<file path="src/rtl/newton_square_root_macros.svh">
// Assertion macros for the newton_square_root block.
// Active unless SYNTH is defined; expect clk and rst_n in the using scope.
`ifndef NEWTON_SQUARE_ROOT_MACROS_SVH
`define NEWTON_SQUARE_ROOT_MACROS_SVH
`ifndef SYNTH
`define NSR_ASSERT_IMP(label, ante, cons, msg) \
    label: assert property (@(posedge clk) disable iff (!rst_n) (ante) |-> (cons)) \
        else $error(msg);
`define NSR_ASSERT_NXT(label, ante, cons, msg) \
    label: assert property (@(posedge clk) disable iff (!rst_n) (ante) |=> (cons)) \
        else $error(msg);
`else
`define NSR_ASSERT_IMP(label, ante, cons, msg)
`define NSR_ASSERT_NXT(label, ante, cons, msg)
`endif
`endif

</file>
<file path="src/rtl/nsr_pkg.sv">
// Shared widths and defaults for the newton_square_root block.
// No dependencies.
package nsr_pkg;

    localparam int RADICAND_W            = 49;
    localparam int MAG_W                 = RADICAND_W - 1;
    localparam int ROOT_W                = 40;
    localparam int REM_W                 = ROOT_W + 1;
    localparam int QUOT_W                = 63;
    localparam int SQRT_W                = MAG_W / 2;
    localparam int CNT_W                 = 6;
    localparam int INPUT_FRAC_BITS_DEF   = 16;
    localparam int OUTPUT_FRAC_BITS_DEF  = 24;

    localparam logic [CNT_W-1:0] ITER_COUNT_RESET = CNT_W'(20);

endpackage

</file>
<file path="src/rtl/nsr_sub.sv">
// Shared subtract/compare unit for the square root sequencer.
// Used by newton_square_root; no package dependencies.
module nsr_sub #(
    parameter int W = 41
) (
    input  logic [W-1:0] a,
    input  logic [W-1:0] b,
    output logic [W-1:0] diff,
    output logic         ge
);

    logic [W:0] wide;

    assign wide = {1'b0, a} - {1'b0, b};
    assign diff = wide[W-1:0];
    assign ge   = ~wide[W];

endmodule

</file>
<file path="src/rtl/newton_square_root.sv">
// Fixed-point square root, Babylonian steps on one shared subtract/compare unit.
// Negative, zero or exactly-one radicands go straight to DONE; otherwise an integer root seeds
//   the guess (if radicand > 1.0), and each step checks, divides and averages or saturates.
// One item in flight: the next transfer is taken in IDLE after the result is loaded;
//   a result not yet taken holds the sequencer in DONE.
// Reset clears control and sets iteration_count to 20. Depends on nsr_pkg, nsr_sub.
`include "newton_square_root_macros.svh"

module newton_square_root #(
    parameter int INPUT_FRAC_BITS  = nsr_pkg::INPUT_FRAC_BITS_DEF,
    parameter int OUTPUT_FRAC_BITS = nsr_pkg::OUTPUT_FRAC_BITS_DEF
) (
    input  logic                                clk,
    input  logic                                rst_n,
    input  logic                                cfg_wr_en,
    input  logic [nsr_pkg::CNT_W-1:0]           cfg_wr_data,
    input  logic                                in_valid,
    output logic                                in_stall,
    input  logic signed [nsr_pkg::RADICAND_W-1:0] radicand,
    output logic                                out_valid,
    input  logic                                out_stall,
    output logic [nsr_pkg::ROOT_W-1:0]          root,
    output logic                                negative_flag
);

    localparam int MAG_W  = nsr_pkg::MAG_W;
    localparam int ROOT_W = nsr_pkg::ROOT_W;
    localparam int REM_W  = nsr_pkg::REM_W;
    localparam int QUOT_W = nsr_pkg::QUOT_W;
    localparam int SQRT_W = nsr_pkg::SQRT_W;
    localparam int CNT_W  = nsr_pkg::CNT_W;

    localparam int SHIFT  = 2 * OUTPUT_FRAC_BITS - INPUT_FRAC_BITS;
    localparam int SHL    = (SHIFT > 0) ? SHIFT : 0;
    localparam int SHR    = (SHIFT < 0) ? -SHIFT : 0;
    localparam int NW     = (MAG_W + SHL > QUOT_W + 1) ? MAG_W + SHL : QUOT_W + 1;
    localparam int HW     = NW - QUOT_W;
    localparam int AW     = (HW > REM_W) ? HW : REM_W;
    localparam int SW     = (SQRT_W + OUTPUT_FRAC_BITS > ROOT_W) ?
                            SQRT_W + OUTPUT_FRAC_BITS : ROOT_W + 1;

    localparam logic [MAG_W-1:0]  ONE_IN   = MAG_W'(1) << INPUT_FRAC_BITS;
    localparam logic [ROOT_W-1:0] ONE_ROOT = ROOT_W'(1) << OUTPUT_FRAC_BITS;
    localparam logic [ROOT_W-1:0] ROOT_MAX = '1;

    localparam logic [2:0] ST_IDLE  = 3'd0;
    localparam logic [2:0] ST_SQRT  = 3'd1;
    localparam logic [2:0] ST_SEED  = 3'd2;
    localparam logic [2:0] ST_CHECK = 3'd3;
    localparam logic [2:0] ST_DIV   = 3'd4;
    localparam logic [2:0] ST_AVG   = 3'd5;
    localparam logic [2:0] ST_DONE  = 3'd6;

    logic [2:0]        state_reg, state_next;
    logic [CNT_W-1:0]  iter_count_reg, iter_count_next;
    logic [CNT_W-1:0]  iter_left_reg, iter_left_next;
    logic [CNT_W-1:0]  step_reg, step_next;
    logic              out_valid_reg, out_valid_next;

    logic [NW-1:0]     n_reg, n_next;
    logic [QUOT_W-1:0] nlo_reg, nlo_next;
    logic [MAG_W-1:0]  sq_val_reg, sq_val_next;
    logic [REM_W-1:0]  rem_reg, rem_next;
    logic [QUOT_W-1:0] q_reg, q_next;
    logic [ROOT_W-1:0] root_reg, root_next;
    logic              neg_reg, neg_next;
    logic [ROOT_W-1:0] out_root_reg, out_root_next;
    logic              out_neg_reg, out_neg_next;

    logic [AW-1:0]     alu_a, alu_b, alu_diff;
    logic              alu_ge;

    logic              in_xfer, out_xfer;
    logic [MAG_W-1:0]  raw;
    logic [SQRT_W+2:0] sq_a;
    logic [SQRT_W+1:0] sq_b;
    logic [REM_W-1:0]  div_t;
    logic [SW-1:0]     seed_ext;
    logic [QUOT_W:0]   avg_sum;
    logic [QUOT_W-1:0] avg_half;

    nsr_sub #(
        .W (AW)
    ) u_sub (
        .a    (alu_a),
        .b    (alu_b),
        .diff (alu_diff),
        .ge   (alu_ge)
    );

    assign in_stall  = (state_reg != ST_IDLE);
    assign in_xfer   = in_valid && !in_stall;
    assign out_xfer  = out_valid_reg && !out_stall;
    assign out_valid = out_valid_reg;
    assign root      = out_root_reg;
    assign negative_flag = out_neg_reg;

    assign raw      = radicand[MAG_W-1:0];
    assign sq_a     = {rem_reg[SQRT_W:0], sq_val_reg[MAG_W-1 -: 2]};
    assign sq_b     = {q_reg[SQRT_W-1:0], 2'b01};
    assign div_t    = {rem_reg[ROOT_W-1:0], nlo_reg[QUOT_W-1]};
    assign seed_ext = SW'(q_reg[SQRT_W-1:0]) << OUTPUT_FRAC_BITS;
    assign avg_sum  = {1'b0, q_reg} + (QUOT_W + 1)'(root_reg);
    assign avg_half = avg_sum[QUOT_W:1];

    always_comb
    begin
        case (state_reg)
            ST_SQRT:
            begin
                alu_a = AW'(sq_a);
                alu_b = AW'(sq_b);
            end
            ST_CHECK:
            begin
                alu_a = AW'(n_reg[NW-1:QUOT_W]);
                alu_b = AW'(root_reg);
            end
            ST_DIV:
            begin
                alu_a = AW'(div_t);
                alu_b = AW'(root_reg);
            end
            default:
            begin
                alu_a = '0;
                alu_b = '0;
            end
        endcase
    end

    always_comb
    begin
        state_next      = state_reg;
        iter_count_next = iter_count_reg;
        iter_left_next  = iter_left_reg;
        step_next       = step_reg;
        out_valid_next  = out_valid_reg;
        n_next          = n_reg;
        nlo_next        = nlo_reg;
        sq_val_next     = sq_val_reg;
        rem_next        = rem_reg;
        q_next          = q_reg;
        root_next       = root_reg;
        neg_next        = neg_reg;
        out_root_next   = out_root_reg;
        out_neg_next    = out_neg_reg;

        if (cfg_wr_en)
        begin
            iter_count_next = cfg_wr_data;
        end
        if (out_xfer)
        begin
            out_valid_next = 1'b0;
        end

        unique case (state_reg)
            ST_IDLE:
            begin
                if (in_xfer)
                begin
                    n_next      = (NW'(raw) << SHL) >> SHR;
                    neg_next    = radicand[MAG_W];
                    rem_next    = '0;
                    q_next      = '0;
                    step_next   = '0;
                    sq_val_next = raw >> INPUT_FRAC_BITS;
                    if (radicand[MAG_W])
                    begin
                        root_next  = '0;
                        state_next = ST_DONE;
                    end
                    else if (raw == '0)
                    begin
                        root_next  = '0;
                        state_next = ST_DONE;
                    end
                    else if (raw == ONE_IN)
                    begin
                        root_next  = ONE_ROOT;
                        state_next = ST_DONE;
                    end
                    else if (raw < ONE_IN)
                    begin
                        q_next     = QUOT_W'(1);
                        state_next = ST_SEED;
                    end
                    else
                    begin
                        state_next = ST_SQRT;
                    end
                end
            end
            ST_SQRT:
            begin
                sq_val_next = sq_val_reg << 2;
                if (alu_ge)
                begin
                    rem_next = alu_diff[REM_W-1:0];
                    q_next   = QUOT_W'({q_reg[SQRT_W-2:0], 1'b1});
                end
                else
                begin
                    rem_next = REM_W'(sq_a);
                    q_next   = QUOT_W'({q_reg[SQRT_W-2:0], 1'b0});
                end
                step_next = step_reg + CNT_W'(1);
                if (step_reg == CNT_W'(SQRT_W - 1))
                begin
                    state_next = ST_SEED;
                end
            end
            ST_SEED:
            begin
                root_next = (|seed_ext[SW-1:ROOT_W]) ? ROOT_MAX : seed_ext[ROOT_W-1:0];
                iter_left_next = iter_count_reg;
                state_next = (iter_count_reg == '0) ? ST_DONE : ST_CHECK;
            end
            ST_CHECK:
            begin
                if ((root_reg == '0) || alu_ge)
                begin
                    root_next      = ROOT_MAX;
                    iter_left_next = iter_left_reg - CNT_W'(1);
                    state_next     = (iter_left_reg == CNT_W'(1)) ? ST_DONE : ST_CHECK;
                end
                else
                begin
                    rem_next   = REM_W'(n_reg[NW-1:QUOT_W]);
                    nlo_next   = n_reg[QUOT_W-1:0];
                    q_next     = '0;
                    step_next  = '0;
                    state_next = ST_DIV;
                end
            end
            ST_DIV:
            begin
                nlo_next = nlo_reg << 1;
                if (alu_ge)
                begin
                    rem_next = alu_diff[REM_W-1:0];
                    q_next   = {q_reg[QUOT_W-2:0], 1'b1};
                end
                else
                begin
                    rem_next = div_t;
                    q_next   = {q_reg[QUOT_W-2:0], 1'b0};
                end
                step_next = step_reg + CNT_W'(1);
                if (step_reg == CNT_W'(QUOT_W - 1))
                begin
                    state_next = ST_AVG;
                end
            end
            ST_AVG:
            begin
                root_next = (|avg_half[QUOT_W-1:ROOT_W]) ? ROOT_MAX : avg_half[ROOT_W-1:0];
                iter_left_next = iter_left_reg - CNT_W'(1);
                state_next     = (iter_left_reg == CNT_W'(1)) ? ST_DONE : ST_CHECK;
            end
            ST_DONE:
            begin
                if (!out_valid_reg || !out_stall)
                begin
                    out_root_next  = neg_reg ? '0 : root_reg;
                    out_neg_next   = neg_reg;
                    out_valid_next = 1'b1;
                    state_next     = ST_IDLE;
                end
            end
            default:
            begin
                state_next = ST_IDLE;
            end
        endcase
    end

    always_ff @(posedge clk or negedge rst_n)
    begin
        if (!rst_n)
        begin
            state_reg      <= ST_IDLE;
            iter_count_reg <= nsr_pkg::ITER_COUNT_RESET;
            iter_left_reg  <= '0;
            step_reg       <= '0;
            out_valid_reg  <= 1'b0;
        end
        else
        begin
            state_reg      <= state_next;
            iter_count_reg <= iter_count_next;
            iter_left_reg  <= iter_left_next;
            step_reg       <= step_next;
            out_valid_reg  <= out_valid_next;
        end
    end

    always_ff @(posedge clk)
    begin
        n_reg        <= n_next;
        nlo_reg      <= nlo_next;
        sq_val_reg   <= sq_val_next;
        rem_reg      <= rem_next;
        q_reg        <= q_next;
        root_reg     <= root_next;
        neg_reg      <= neg_next;
        out_root_reg <= out_root_next;
        out_neg_reg  <= out_neg_next;
    end

    `NSR_ASSERT_IMP(a_neg_root_zero, out_valid_reg && out_neg_reg, out_root_reg == '0, "neg root")
    `NSR_ASSERT_IMP(a_div_rem_bound, state_reg == ST_DIV, rem_reg < {1'b0, root_reg}, "div rem")
    `NSR_ASSERT_IMP(a_sqrt_step_range, state_reg == ST_SQRT, step_reg < CNT_W'(SQRT_W), "step")
    `NSR_ASSERT_NXT(a_accept_busy, in_xfer, state_reg != ST_IDLE, "idle after transfer")

endmodule
</file>
<file path="config.mk">
export PLATFORM = sky130hd
export DESIGN_NAME = newton_square_root
export DESIGN_NICKNAME = d
export VERILOG_FILES = /design/src/rtl/nsr_pkg.sv /design/src/rtl/nsr_sub.sv /design/src/rtl/newton_square_root.sv
export VERILOG_INCLUDE_DIRS = /design/src /design/src/rtl
export SDC_FILE = /design/constraint.sdc
export NUM_CORES = 1
export LEC_CHECK = 0
export BUFFER_PORTS_ARGS = -buffer_cell sky130_fd_sc_hd__buf_2
export CORE_MARGIN = 2
export CORE_UTILIZATION = 60
export DETAILED_ROUTE_END_ITERATION = 8
export GPL_TIMING_DRIVEN = 0
export HOLD_SLACK_MARGIN = 0.05
export PLACE_DENSITY = 0.78
export REMOVE_ABC_BUFFERS = 1
export SETUP_SLACK_MARGIN = 0.4
export SKIP_LAST_GASP = 1
export SLEW_MARGIN = 25
export SYNTH_ARGS = -nofsm -noshare
export SYNTH_HDL_FRONTEND = slang
export SYNTH_SLANG_ARGS = --single-unit
</file>
<file path="constraint.sdc">
create_clock -name clk -period 8.7 [get_ports clk]
set_clock_uncertainty 0.2 [all_clocks]
set_input_delay 0.87 -clock clk [delete_from_list [all_inputs] [get_ports clk]]
set_output_delay 0.87 -clock clk [all_outputs]
set_load 0.02 [all_outputs]
</file>
==> results of run 1 <==
routing by layer:
layer	share of wire	wire, microns	global-route usage
met3	0.085	4850	0.0445
met1	0.41	23400	0.436
met2	0.47	26900	0.533
met5	0	0	0
met4	0.034	1910	0.103
logic make-up (layout without fill, tap and decap cells):
logic type / Yosys count / in the layout / synth area share
and+or+nand+nor: 842 / 843 / 0.199
AOI/OAI and AO/OA: 588 / 588 / 0.190
adders and majority gates: 85 / 85 / 0.0532
DFF: 334 / 334 / 0.489
buffers and inverters: 157 / 227 / 0.0311
other: 0 / 1 / 0
xor gates and xnor gates: 73 / 73 / 0.0315
muxes: 10 / 10 / 0.00543
critical path: stages (launching register included):
cell      delay, ns
dfrtp_1        0.92
nor2b_4        0.68
nand2b_4       0.24
buf_16         0.26
nand2_4        0.38
a22oi_1        0.24
ha_1           0.41
a21o_1         0.24
a21o_1         0.18
a21o_1         0.17
a211oi_1       0.62
o31ai_1        0.32
a31oi_4        0.52
buf_16         0.23
buf_16         0.18
buf_16         0.18
nor2b_1        0.30
nand2_1        0.10
a221o_1        0.49
inv_6          0.34
buf_16         0.37
timing repair:
action / in CTS / in global routing
endpoints found under the setup margin: 72 / 101
resized for setup: 2 / 1
endpoints found under the hold margin: 0 / 0
gates cloned: 0 / 1
hold buffers: 0 / 0
stage by stage:
| stage | TNS, ns | worst slack [ns] | std cells | area [sq um] | utilization |
|---|---|---|---|---|---|
| 4_1_cts | 0 | 0.476 | 2607 | 23000 | 0.686 |
| 5_1_grt | 0 | 0.407 | 2608 | 23000 | 0.687 |
| 3_3_place_gp | -2052.93 | -10.33 | 2516 | 20900 | 0.624 |
| 6_report | 0 | 0.644 | 2609 | 23000 | 0.687 |
| 2_1_floorplan | -761.89 | -4.32 | 1966 | 19800 | - |
| 3_5_place_dp | 0 | 0.137 | 2540 | 21500 | 0.643 |
cell usage in the layout (no fill, tap or decap), drive strengths merged, types with 14 or more instances in the layout:
cell	n
a22oi	57
clkbuf	40
a22o	15
xor2	36
nand2	357
nand3	37
dfrtp	20
o21a	20
nor4	33
and2	85
a31oi	18
a41oi	23
a21oi	170
xnor2	37
o21ai	105
a211oi	23
edfxtp	312
nor2b	57
inv	35
ha	83
nor3	40
nand2b	18
nor2	113
buf	126
a21o	27
and3	34
o211ai	16
nand4	38
o22ai	14
area by class of cell:
| cell class | count | area [sq um] | area share |
|---|---|---|---|
| Sequential cell | 334 | 9920 | 0.432 |
| Multi-Input combinational cell | 1599 | 9910 | 0.431 |
| Timing Repair Buffer | 126 | 1020 | 0.0445 |
| Clock buffer | 40 | 958 | 0.0417 |
| Tap cell | 448 | 561 | 0.0244 |
| Clock inverter | 27 | 463 | 0.0202 |
| Inverter | 34 | 133 | 0.00577 |
| Antenna cell | 1 | 2.50 | 0.000109 |
final timing paths:
path	start	slack, ns	to
worst min-delay path	rst_n	0.08	iter_count_reg[0]
worst min register to register	sq_val_reg[10]	0.31	sq_val_reg[12]
worst max register to register	state_reg[2]	0.64	rem_reg[36]
max in group asynchronous	rst_n	7.87	state_reg[0]
min in group clk	radicand[4]	0.30	n_reg[36]
worst max-delay path	state_reg[2]	0.64	rem_reg[36]
==> results.ini, run 1 <==
[synth]
synthTopCellsByArea=edfxtp_1, nand2_1, ha_1
netlist_area_sq_um=20300
synth_area_per_cell_sq_um=9.71
ys_seq_elements=334
synth_top_area_frac=0.462
yosys.area.top_type=edfxtp_1
synth.most_common_cell=nand2_1
yosys_warnings=0
synthDistinctLibCells=73
synth_ff_type=edfxtp_1
synth-seq-area-share=0.489
synth-edff-count=312
ys_async_sr_fraction=0.0659
synth_commonest_cells=nand2_1, edfxtp_1, a21oi_1, nor2_1, clkbuf_1
synthCells=2089

[timing]
maxSlewHeadroom=0.237
holdWs_ns=0.0754
fmax_mhz=124
period_needed_ns=8.06
tightest_slew_ns=1.15
hold_viol_final=0
rsz0062_at_grt=false
min_period_over_period=0.926
slew_violations=0
finalSetupViolations=0

[grt]
grt.overflow.total=0
grt_pass1_wl_mm=89.6
grtUsageTotal=0.320
antenna_found_initial=1
grt_max_degree=73
grt_pass1_vias=16400

[route]
drc=0
post_drt_wl_per_cell_microns=21.9
num_vias=17100
final_antenna_net_count=0
drt_iter0_drc=1849
firstDrtPassIters=6
viasPerCell=6.55
routed_wl_mm=57.0

[clocking]
cts_buffers=37
clk_latency_ns=0.56
cts_buffer_depth=3
cts_htree_levels=2
cts_root_buffer=clkbuf_16
cts_tree=yes
cts_num_sinks=334
cts_setup_buffers=0
clk_pin_slew_ns=0.06

[min_path]
min_path_type=in2async

[floorplan]
initial_core_util=0.607
die_y_microns=188
die_x_microns=188
rows=67
io_pins=103
core_area_sq_um=33400
dieArea_sq_um=35300

[worst_setup_path]
crit_fanout=72
startpoint_type=flop
arrival_ns=8.07
reg2reg_depth=20
end_kind=flop
worstPathRequired_ns=8.71
crit_type=reg2reg

[place]
hpwlAfterDp_mm=40.9
gp_congestion=0.980
io_buffers=102

[finish]
synthToLayoutAreaGrowth_pct=13.2
num-fill-cells=2501
drive_gt1_frac=0.114
largest_register_ffs=80
nNetsFinal=2277

[outcome]
outcome=finished clean

[flow_run]
maxCapViolCount=0

Power of run 1 is left out: the tool's default activity adds up to more than one toggle a clock period on the data nets, which glitch-free logic cannot reach.
==> run 2, diff against run 1 <==
Settings changed: CELL_PAD_IN_SITES_DETAIL_PLACEMENT set to 1, CELL_PAD_IN_SITES_GLOBAL_PLACEMENT set to 1, CORE_UTILIZATION 60 to 49, PLACE_DENSITY 0.78 to unset, PLACE_DENSITY_LB_ADDON set to 0.1.
Clock period 8.7 ns to 8.5 ns, I/O delays scaled along.
==> run 2 against run 1 <==
Net effect: via count decreased by 0.25%; sequential share of layout area fell by 0.15 points; critical path depth did not move; critical path type unchanged; critical endpoint is now q_reg[28].
==> results.ini, run 2 (synthesized netlist as in run 1, its figures left out) <==
[route]
post_drt_wl_per_cell_microns=23.9
num_vias=17100
drc=0
final_antenna_net_count=0
viasPerCell=6.30
routed_wl_mm=64.6
drt_iter0_drc=1169
firstDrtPassIters=5

[grt]
grt_pass1_wl_mm=101
grtUsageTotal=0.298
grt_pass1_vias=17700
grt.overflow.total=0
antenna_found_initial=1
grt_max_degree=61

[clocking]
clk_latency_ns=0.57
clk_pin_slew_ns=0.06
cts_buffers=39
cts_tree=yes
cts_root_buffer=clkbuf_16
cts_buffer_depth=3
cts_num_sinks=334
cts_htree_levels=2

[worst_setup_path]
cp_top_family=compound AO/OA/AOI/OAI gates
worstPathRequired_ns=8.52
crit_chain=nor2b_4 > nor2b_4 > buf_16 > buf_16 > a22oi_1 > ha_1 > a21o_1 > a21o_1 > a21o_1 > a211oi_2 > o31ai_2 > a31oi_4 > buf_16 > buf_16 > buf_16 > nor2b_1 > nand2_1 > a221o_1 > inv_6 > buf_16
crit_path_frequent_cell=buf_16
cpPeakStageDelay_ns=0.81
crit_type=reg2reg
crit_fanout=60
end_kind=flop
startpoint_type=flop
r2r_setup_slack_ns=0.79
crit_buf_inv=7
arrival_ns=7.72
cp_slowest_cell=dfrtp_2

[place]
gp_congestion=0.914
io_buffers=102
hpwlAfterDp_mm=48.1
place_ws_ns=0.0670

[floorplan]
initial_core_util=0.497
die_y_microns=207
die_x_microns=207
dieArea_sq_um=43100
io_pins=103
rows=74
core_area_sq_um=40800

[timing]
hold_viol_final=0
tightest_slew_ns=1.07
finalSetupViolations=0
min_period_over_period=0.907
slew_violations=0
period_needed_ns=7.71
fmax_mhz=130
rsz0062_at_grt=false
maxSlewHeadroom=0.287
setup_ws_ns=0.791

[finish]
final_util=0.565
layout_common_cells=nand2_1, edfxtp_1, a21oi_1, nor2_1, o21ai_0
antenna_cells=0
multi_input_area_sq_um=9920
synthToLayoutAreaGrowth_pct=13.7
final_common_cell=nand2_1
largest_register_ffs=80
nNetsFinal=2288
final-seq-area_sq_um=9930
drive_gt1_frac=0.115
num-fill-cells=4493

[flow_run]
maxCapViolCount=0

[outcome]
outcome=finished clean

[min_path]
min_path_type=in2reg

run 2: cell count changes in the layout (fill, tap and decap cells not counted), sizes merged:
cell and change:
buf +7, bufinv -9, clkbuf +12, clkinv +1
clkinvlp -1, diode -1, dlygate4sd3 +1, inv +1
nor2b +1
run 2: worst reg2reg max path, cell delays in order, from the launching register on:
cell,delay [ns]
dfrtp_2,0.81
nor2b_4,0.61
nor2b_4,0.50
buf_16,0.24
buf_16,0.20
a22oi_1,0.19
ha_1,0.42
a21o_1,0.25
a21o_1,0.18
a21o_1,0.18
a211oi_2,0.42
o31ai_2,0.24
a31oi_4,0.57
buf_16,0.25
buf_16,0.20
buf_16,0.19
nor2b_1,0.29
nand2_1,0.09
a221o_1,0.47
inv_6,0.41
buf_16,0.35
run 2: final cells by class:
cell class,count,share of cell area
flip-flops and latches,334,0.430
multi-input cells,1600,0.430
repair buffers,134,0.0512
clock buffers,52,0.0467
well taps,532,0.0289
clock inverters,19,0.00689
inverters,34,0.00575
run 2: layer usage:
layer	global-route usage	part of all wire	vias to the layer above
met1	0.392	0.43	8525
met3	0.0427	0.052	114
li1	-	-	7933
met2	0.502	0.49	483
met4	0.107	0.032	0
met5	0	0	-
run 2: worst paths after layout:
path,from,endpoint,cells after the start
worst max register to register,state_reg[0],q_reg[28],20
worst min register to register,nlo_reg[56],nlo_reg[57],2
max in group asynchronous,rst_n,state_reg[1],2
min in group asynchronous,rst_n,out_valid,2
worst max-delay path,state_reg[0],q_reg[28],20
worst min-delay path,radicand[1],n_reg[33],1
run 2: per-stage QoR:
stage          cell area [sq um]  hold slack, ns  instances  TNS [ns]
2_1_floorplan              19800           0.284       1966   -807.69
3_3_place_gp               21000           0.289       2600  -2385.16
3_5_place_dp               21800           0.300       2631         0
4_1_cts                    23000           0.253       2705         0
5_1_grt                    23100           0.267       2705         0
6_report                   23100           0.271       2705         0
run 2: timing repair:
item	4_1_cts	5_1_grt
hold buffers	1	0
setup endpoints to repair	74	89
endpoints found under the hold margin	15	0
setup buffers	0	0
resized for setup	1	5
cloned	2	0
Power of run 2 is left out for the same reason.
==> run 3, diff against run 2 <==
Settings changed: CORE_UTILIZATION 49 to 36.
Clock period 8.5 ns to 8.9 ns, I/O delays scaled along.
==> run 3 against run 2 <==
Net effect: sequential share of layout area shrank 0.67 points; wire length is 2.4% higher; utilization shrank 15 points; non-clock buffer count decreased by 4; flip-flop and latch count is the same; register-to-register slack better by 0.14 ns; setup slack better by 0.14 ns; critical endpoint is now q_reg[34].
==> results.ini, run 3 (synthesized netlist as in run 1, its figures left out) <==
[outcome]
outcome=finished clean

[floorplan]
initial_core_util=0.362
die_y_microns=241
die_x_microns=241
core_area_sq_um=56100
dieArea_sq_um=58300
rows=87
io_pins=103

[clocking]
cts_root_buffer=clkbuf_16
clk_pin_slew_ns=0.06
cts_htree_levels=2
clk_latency_ns=0.59
cts_num_sinks=334
cts_buffers=43
cts_tree=yes
cts_buffer_depth=3

[finish]
nNetsFinal=2288
antenna_cells=0
fin_area_sq_um=23400
largest_register_ffs=80
final_common_cell=nand2_1
layout_common_cells=nand2_1, edfxtp_1, a21oi_1, nor2_1, o21ai_0
drive_gt1_frac=0.116
synthToLayoutAreaGrowth_pct=15.5

[place]
gp_congestion=0.880
hpwlAfterDp_mm=48.7
place_area_sq_um=22000
io_buffers=102

[timing]
rsz0062_at_grt=false
period_needed_ns=7.97
min_period_over_period=0.896
finalSetupViolations=0
fmax_mhz=125
tightest_slew_ns=1.09
slew_violations=0
maxSlewHeadroom=0.276
hold_viol_final=0

[route]
viasPerCell=5.73
num_vias=16800
drt_iter0_drc=952
routed_wl_mm=66.2
firstDrtPassIters=5
post_drt_wl_per_cell_microns=22.6
drc=0
final_antenna_net_count=0

[worst_setup_path]
cp_top_family=compound AO/OA/AOI/OAI gates
reg2reg_depth=18
crit_path_frequent_cell=buf_16
cpPeakStageDelay_ns=0.82
crit_fanout=57
cp_slowest_cell=dfrtp_2
path_depth=18
arrival_ns=8.02
worstPathRequired_ns=8.94
crit_buf_inv=5
crit_type=reg2reg
crit_chain=nor2b_4 > nor2b_4 > buf_16 > a22oi_1 > ha_1 > a21o_1 > a21o_1 > a21o_1 > a211oi_1 > o31ai_1 > a31oi_4 > buf_16 > buf_16 > nor2b_1 > nand2_1 > a221o_1 > inv_6 > buf_16
end_kind=flop
startpoint_type=flop

[grt]
grt_pass1_wl_mm=102
grtUsageTotal=0.226
grt_pass1_vias=17600
grt.overflow.total=0
grt_max_degree=58
antenna_found_initial=2

[flow_run]
maxCapViolCount=0

[min_path]
min_path_type=in2async

## run 3: cell count changes in the layout (fill, tap and decap cells not counted), sizes merged
cell	delta
buf	-3
bufinv	+2
clkbuf	-4
clkinv	+10
clkinvlp	-1
dlygate4sd3	-1
## run 3: layer usage
metal / vias up / track usage / wire length [microns]
li1: 7939 / - / -
met3: 101 / 0.0277 / 2760
met1: 8402 / 0.299 / 29900
met4: 0 / 0.0614 / 1610
met2: 365 / 0.391 / 31900
met5: - / 0 / 0
## run 3: per-stage QoR
step / util / TNS [ns] / hold WS, ns / setup WS [ns] / instances
2_1_floorplan: - / -716.09 / 0.284 / -4.12 / 1966
3_3_place_gp: 0.379 / -2387.65 / 0.287 / -11.77 / 2824
3_5_place_dp: 0.393 / 0 / 0.297 / 0.699 / 2852
4_1_cts: 0.417 / 0 / 0.0733 / 0.654 / 2930
5_1_grt: 0.418 / 0 / 0.104 / 0.474 / 2932
6_report: 0.418 / 0 / 0.0759 / 0.929 / 2932
## run 3: what timing repair did
item | 4_1_cts | 5_1_grt
resized for setup | 0 | 3
endpoints found under the setup margin | 0 | 57
hold buffers | 0 | 0
buffers inserted | 0 | 0
## run 3: path summary, 6_finish.rpt
check	slack (ns)	start	endpoint
worst max-delay path	0.93	state_reg[0]	q_reg[34]
worst max register to register	0.93	state_reg[0]	q_reg[34]
min in group clk	0.29	radicand[10]	n_reg[42]
worst min-delay path	0.08	rst_n	out_valid
max in group asynchronous	8.03	rst_n	state_reg[1]
worst min register to register	0.31	sq_val_reg[3]	sq_val_reg[5]
## run 3: final cells by class
class	instances	area, sq um
Clock buffer	48	1090
Multi-Input combinational cell	1600	9930
Clock inverter	30	287
Timing Repair Buffer	130	1110
Fill cell	6241	32600
Sequential cell	334	9930
Inverter	34	133
Tap cell	756	946
## run 3: worst reg2reg max path, cell delays in order, from the launching register on
cell and delay, ns:
dfrtp_2 0.82, nor2b_4 0.59, nor2b_4 0.66, buf_16 0.25
a22oi_1 0.19, ha_1 0.42, a21o_1 0.25, a21o_1 0.18
a21o_1 0.17, a211oi_1 0.69, o31ai_1 0.36, a31oi_4 0.71
buf_16 0.26, buf_16 0.19, nor2b_1 0.28, nand2_1 0.09
a221o_1 0.48, inv_6 0.44, buf_16 0.35
Power of run 3 is left out for the same reason.
